$ cat config.mk
export PLATFORM = sky130hd
export DESIGN_NAME = gcsa_shelf
export DESIGN_NICKNAME = d
export VERILOG_FILES = /design/src/rtl/gcsa_pkg.sv /design/src/rtl/gcsa_shelf.sv
export SDC_FILE = /design/constraint.sdc
export NUM_CORES = 1
export LEC_CHECK = 0
export ABC_AREA = 1
export ABC_CLOCK_PERIOD_IN_PS = 13600
export BUFFER_PORTS_ARGS = -buffer_cell sky130_fd_sc_hd__buf_2
export CAP_MARGIN = 10
export CORE_ASPECT_RATIO = 2
export CORE_MARGIN = 10
export CORE_UTILIZATION = 60
export CTS_CLUSTER_DIAMETER = 40
export DETAILED_ROUTE_END_ITERATION = 8
export PLACE_DENSITY = 0.95
export SYNTH_ARGS = -nofsm -noshare
export SYNTH_HDL_FRONTEND = slang
export SYNTH_SLANG_ARGS = --single-unit
$ cat constraint.sdc
create_clock -name clk -period 13.6 [get_ports clk]
set_clock_uncertainty 0.15 [all_clocks]
set_input_delay 2.72 -clock clk [delete_from_list [all_inputs] [get_ports clk]]
set_output_delay 2.72 -clock clk [all_outputs]
set_load 0.01 [all_outputs]
$ cat src/rtl/gcsa_pkg.sv
// Shared constants, codes and types of the glyph cache shelf atlas allocator.
package gcsa_pkg;

  localparam int CACHE_ENTRIES = 256;
  localparam int COORD_BITS    = 13;
  localparam int CODE_BITS     = 16;
  localparam int PAD_BITS      = 4;
  localparam int ADDR_BITS     = $clog2(CACHE_ENTRIES);
  localparam int CNT_BITS      = ADDR_BITS + 1;
  // w + 2*pad and cursor + padded width need two more bits than a coordinate
  localparam int SUM_BITS      = COORD_BITS + 2;

  localparam int CFG_IDX_BITS  = 2;
  localparam int CFG_DATA_BITS = COORD_BITS;

  localparam int IN_BITS        = CODE_BITS + 2 * COORD_BITS;
  localparam int IN_TDATA_BITS  = ((IN_BITS + 7) / 8) * 8;
  localparam int OUT_BITS       = 4 * COORD_BITS;
  localparam int OUT_TDATA_BITS = ((OUT_BITS + 7) / 8) * 8;
  localparam int STATUS_BITS    = 2;

  typedef logic [COORD_BITS-1:0] coord_t;

  // result status codes
  localparam logic [STATUS_BITS-1:0] ST_HIT      = 2'd0;
  localparam logic [STATUS_BITS-1:0] ST_PLACED   = 2'd1;
  localparam logic [STATUS_BITS-1:0] ST_NO_SPACE = 2'd2;
  localparam logic [STATUS_BITS-1:0] ST_FULL     = 2'd3;

  // configuration register indexes
  localparam logic [CFG_IDX_BITS-1:0] REG_ATLAS_WIDTH  = 2'd0;
  localparam logic [CFG_IDX_BITS-1:0] REG_ATLAS_HEIGHT = 2'd1;
  localparam logic [CFG_IDX_BITS-1:0] REG_PAD_PIXELS   = 2'd2;

  typedef struct packed {
    coord_t u;
    coord_t v;
    coord_t w;
    coord_t h;
  } place_t;

  typedef struct packed {
    logic [CODE_BITS-1:0] code;
    place_t               place;
  } entry_t;

  typedef struct packed {
    coord_t              atlas_width;
    coord_t              atlas_height;
    logic [PAD_BITS-1:0] pad;
  } shelf_cfg_t;

  typedef struct packed {
    logic   ok;
    coord_t u;
    coord_t v;
  } fit_t;

endpackage

$ cat src/rtl/gcsa_shelf.sv
// Shelf packer: shelf registers and placement of one padded rectangle.
module gcsa_shelf import gcsa_pkg::*; (
  input  logic       clk,
  input  logic       rst,
  input  shelf_cfg_t cfg,
  input  coord_t     glyph_width,
  input  coord_t     glyph_height,
  input  logic       commit,
  output fit_t       fit
);

  coord_t cursor;
  coord_t top;
  coord_t bottom;

  logic [SUM_BITS-1:0] pad_x;
  logic [SUM_BITS-1:0] pad2;
  logic [SUM_BITS-1:0] pw;
  logic [SUM_BITS-1:0] ph;
  logic [SUM_BITS-1:0] cur_end;
  logic [SUM_BITS-1:0] top_end;
  logic                wrap;
  coord_t              cur_eff;
  coord_t              top_eff;

  always_comb begin
    pad_x   = SUM_BITS'(cfg.pad);
    pad2    = pad_x << 1;
    pw      = SUM_BITS'(glyph_width) + pad2;
    ph      = SUM_BITS'(glyph_height) + pad2;
    // row overflow opens a new, empty shelf under the current one
    wrap    = (SUM_BITS'(cursor) + pw) > SUM_BITS'(cfg.atlas_width);
    cur_eff = wrap ? '0 : cursor;
    top_eff = wrap ? bottom : top;
    cur_end = SUM_BITS'(cur_eff) + pw;
    top_end = SUM_BITS'(top_eff) + ph;
    fit.ok  = !(pw > SUM_BITS'(cfg.atlas_width)) &&
              !(top_end > SUM_BITS'(cfg.atlas_height));
    fit.u   = cur_eff + COORD_BITS'(cfg.pad);
    fit.v   = top_eff + COORD_BITS'(cfg.pad);
  end

  // the wrap is kept even when the rectangle then fails to fit
  always_ff @(posedge clk) begin
    if (rst) begin
      cursor <= '0;
      top    <= '0;
      bottom <= '0;
    end else if (commit) begin
      cursor <= fit.ok ? cur_end[COORD_BITS-1:0] : cur_eff;
      top    <= top_eff;
      if (fit.ok && (top_end > SUM_BITS'(bottom))) begin
        bottom <= top_end[COORD_BITS-1:0];
      end
    end
  end

endmodule

# Yosys cells after proc, flatten, opt, wreduce, memory -nomap -nowiden

Cells that the tools add are included.

$add $sub $neg: 7
Order comparisons: 4
Multiplexer cells: 3
Reduce and logical (&&, ||, !) cells: 5

Operators by type and width:

| operator          | count |
|---|---|
| $gt 15x13->1      | 3 |
| $mux 13           | 3 |
| $add 13x14->15    | 2 |
| $add 13x5->14     | 2 |
| $add 13x4->13     | 2 |
| $gt 14x13->1      | 1 |
| $add 13x13->13    | 1 |
| $logic_and 1x1->1 | 2 |
| $logic_not 1->1   | 2 |
| $reduce_and 2->1  | 1 |

Flip-flop bits (word level): 39
Bits of input ports: 59

# Logic depth before layout (Yosys ltp)

Depth after elaboration: 10
Gate-level depth with buffers: 51
Mapped depth without buffers: 48

# Least setup slack after synthesis

Ideal clock, no wire load.

Path type: input port to output port
Start: input port cfg[0] (netlist name)
End: output port fit[26] (netlist name)
Arrival time: 9751 ps
Data required time: 10730 ps
Path slack: 979 ps
Stages: 39
Buffers on the path: 3
Cells stage by stage: ha_1 -> inv_1 -> fa_1 -> o21ai_2 -> nand2_1 -> nor4_1 -> xor2_1 -> ha_1 -> a21o_1 -> a31oi_1 -> nand2_1 -> xor2_1 -> ha_1 -> nand2_1 -> nor4_1 -> nand4_1 -> nand2_2 -> nand3_4 -> (+3 left out) -> fa_1 -> ha_1 -> fa_1 -> a21oi_1 -> o21bai_2 -> a21o_1 -> xor2_1 -> ha_1 -> nand2_1 -> inv_1 -> a221oi_1 -> nand2_1 -> nand2_1 -> nand2_1 -> nand2_1 -> nand3_2 -> clkbuf_1 -> inv_1

RTL lines:

| element     | RTL line        | RTL |
|---|---|---|
| from (decl) | gcsa_shelf.sv:5 | `input shelf_cfg_t cfg,` |
| to (decl)   | gcsa_shelf.sv:9 | `output fit_t fit` |

==> impl_metrics.tcl <==
set metrics [dict create \
    synth-async-reset-ratio 0 \
    detailedRoute.firstPassIterationCount 5 \
    max-cap-violations 0 \
    timing.hold.worst.start "top[12]" \
    final_antenna_net_count 0 \
    setup_repair_after_global_routing_missed_its_margin "false" \
    port-buffer-count 85 \
    max_slew_margin 0.488 \
    slowest_delay_ps 460 \
    worstReg2RegEnd "bottom[12]" \
    drtIter0Drc 335 \
    synth-compound-area-share 0.138 \
    drc_errors 0 \
    grt_max_degree 30 \
    timing.final.crit_period_ps 13120 \
    r2r_start "cursor[0]" \
    clockRootBuffer "clkbuf_16" \
    clkSlewWorstSetupHoldPaths_ps 60 \
    ir_worst_vdd_mv 0.0943 \
    post_synth_num_cell_types 49 \
    hold_buffers 0 \
    synthMuxAreaShare 0 \
    antennaDiodeCount 0 \
    cellPowerDensity_nw_per_um2 192 \
    grt_first_pass_wirelength_um 31800 \
    cts_htree_levels 2 \
    drive_gt1_frac 0.163 \
    timing.critical_path.arrival_ps 10250 \
    yosys.area.top_type "ha_1" \
    number_of_buffers_on_the_longest_clock_path 2 \
    synthesis.area_sq_um 6240 \
    hold-path-endpoint "top[12]" \
    cts-buffers-inserted 5 \
    crit_path_top_delay_cell "fa_1" \
    core_area_sq_um 10100 \
    critPathRequiredTime_ps 10730 \
    drt_wl_total_um 19700 \
    pre_cts_setup_slack_ps 287 \
    start_util 0.615 \
    yosysWarnings 0 \
    cts_sinks 39 \
    critical_path.most_common_cell "nand2_1" \
    main_combinational_cell_family_by_area_after_synthesis "simple AND/OR/NAND/NOR gates" \
    die-area_sq_um 15100 \
    outcome "complete, no violations" \
    grtUsageTotal 0.258 \
    antenna_found_initial 0 \
    insertion_delay_ps 290 \
    fillCellCount 843 \
    yosysMostFrequentCell "nand2_1" \
    setup_slack_ps 479 \
    first_global_vias 6942 \
    num_vias 6755 \
    num_io_pins 86 \
    rrSetupSlack_ps 5660 \
    timing.final.setup_violations 0 \
    die_y_um 164 \
    max_freq_mhz 76.2 \
    synth_adder_area_share 0.257 \
    tightest_hold_check_type "flop to flop" \
    flow.area_growth_from_synthesis_pct 13.3 \
    tritoncts_clock_tree "built" \
    worst_hold_path_cell_count 2 \
    postSynthNetCount 1103 \
    setup.worst_path.class "input pin to output port" \
    final_nets 1194 \
    hold_violations_final 0 \
    routedWlPerCell_um 17.2 \
    ys_dominant_reg_cell "dfxtp_1" \
    final-max-slew-violation-count 0 \
    crit_path_start_kind "input pin" \
    synthXorXnorAreaFrac 0.0743 \
    routabilityCongestion 0.964 \
    crit_end_element "output port" \
    syn-instance-count 922 \
    rows 52 \
    total_leakage_power_nw 3.92 \
    synth-edff-count 0 \
    r2r.worst_path.cells 38 \
    ys_top_cells_by_count "nand2_1, inv_1, ha_1" \
    synthDominantCellAreaShare 0.224 \
    die_x_um 92.1 \
    viasPerCell 5.88 \
    synth_area_per_cell_sq_um 6.77 \
    synth_seq_area_share 0.125 \
    yosys-top-cells-area "ha_1, dfxtp_1, nand2_1" \
    cp_max_fo 10 \
    yosys.area_share.simple 0.304 \
    timing_worst_slew_pin_value_ps 767 \
    global_route.overflow_total 0 \
    half_perimeter_wire_length_after_placement_um 16200 \
    final.setup.tns_ps 0 \
    final_min_period_over_clock_period 0.965 \
    yosys_register_bits 39 \
]
==> layer usage <==
metal / wire length [um] / up-vias / share of wire / global-route usage
met5: 0 / - / 0 / 0
met4: 1660 / 0 / 0.084 / 0.214
met3: 1050 / 126 / 0.053 / 0.0370
met2: 10900 / 349 / 0.55 / 0.509
met1: 6100 / 3056 / 0.31 / 0.217
li1: - / 3224 / - / -
==> how the worst max path moves through the flow <==
stage,startpoint,end,slack (ps),cells past startpoint
finish,cfg[0],fit[26],480,40
global route,cfg[0],fit[26],10,39
CTS,cfg[0],fit[26],230,38
detailed placement,cfg[0],fit[26],290,38
global placement,cfg[0],fit[26],500,38
floorplan,cfg[0],fit[26],980,39
==> cell families (layout without fill, tap and decap cells) <==
group / Yosys count / count (layout)
DFF: 39 / 39
AOI/OAI and AO/OA: 146 / 146
and+or+nand+nor: 401 / 401
xor gates and xnor gates: 53 / 53
adders and majority gates: 122 / 122
buffers and inverters: 161 / 253
==> cells in the final DEF, fill, tap and decap left out, types with 2 or more instances in the layout <==
cell,instances
inv_1,142
nand3_2,3
nor2_4,2
ha_1,112
nand2_2,10
nor2_2,10
inv_2,2
buf_2,85
xor2_1,34
nand2_1,194
o21bai_2,2
a21oi_2,4
a21o_1,8
nor2_1,74
dfxtp_1,39
nand3_4,2
clkbuf_16,5
a21oi_1,71
o21ai_4,2
o21bai_1,3
buf_4,15
xnor2_1,18
o211ai_1,7
a31oi_1,5
nand2_4,7
o21a_1,2
nand3_1,51
nor3_1,8
o21ai_0,26
fa_1,10
nor2_8,2
o21ai_1,7
nand4_1,31
o21ai_2,4
==> final cells by class <==
cell class                 instances  area [sq um]  share of cell area
sequential                        39           781               0.110
tap                              135           169              0.0239
inverter                         145           549              0.0776
multi-input combinational        722          4860               0.687
timing repair buffer             100           538              0.0761
clock buffer                       6           139              0.0196
clock inverter                     2          35.0             0.00495
==> sequential cells by signal (all words and copies together), names as in the netlist <==
name / count
bottom: 13
cursor: 13
top: 13
==> worst max-delay path, delay by kind of cell <==
kind            cells  cell delay, ps
fa+ha+maj           7            2430
buf+inv             7             780
simple gates       14            1840
compound gates      9            1850
xor+xnor            3             610
==> per-stage QoR <==
step / power, mW / cell area, sq um / std cells / utilization / hold WS [ps]
after floorplan: 0.895 / 6240 / 922 / - / 292
after global placement: 1.12 / 6810 / 1134 / 0.671 / 301
after detailed placement: 1.15 / 6810 / 1134 / 0.671 / 303
after CTS: 1.30 / 6980 / 1142 / 0.688 / 312
after global routing: 1.47 / 7070 / 1149 / 0.697 / 367
final: 1.36 / 7070 / 1149 / 0.697 / 317
==> power breakdown <==
part	leakage [nW]	switching [mW]	internal [mW]	total, mW
clock	0.0868	0.0498	0.0913	0.141
combinational	3.52	0.678	0.383	1.06
sequential	0.319	0.0190	0.136	0.155
total	3.92	0.747	0.610	1.36
==> timing repair <==
| item | CTS | global route |
|---|---|---|
| gates resized for setup | 0 | 6 |
| setup buffers | 0 | 7 |
| setup endpoints to repair | 0 | 1 |
| hold endpoints to repair | 0 | 0 |
(Power assumes the default switching activity.)
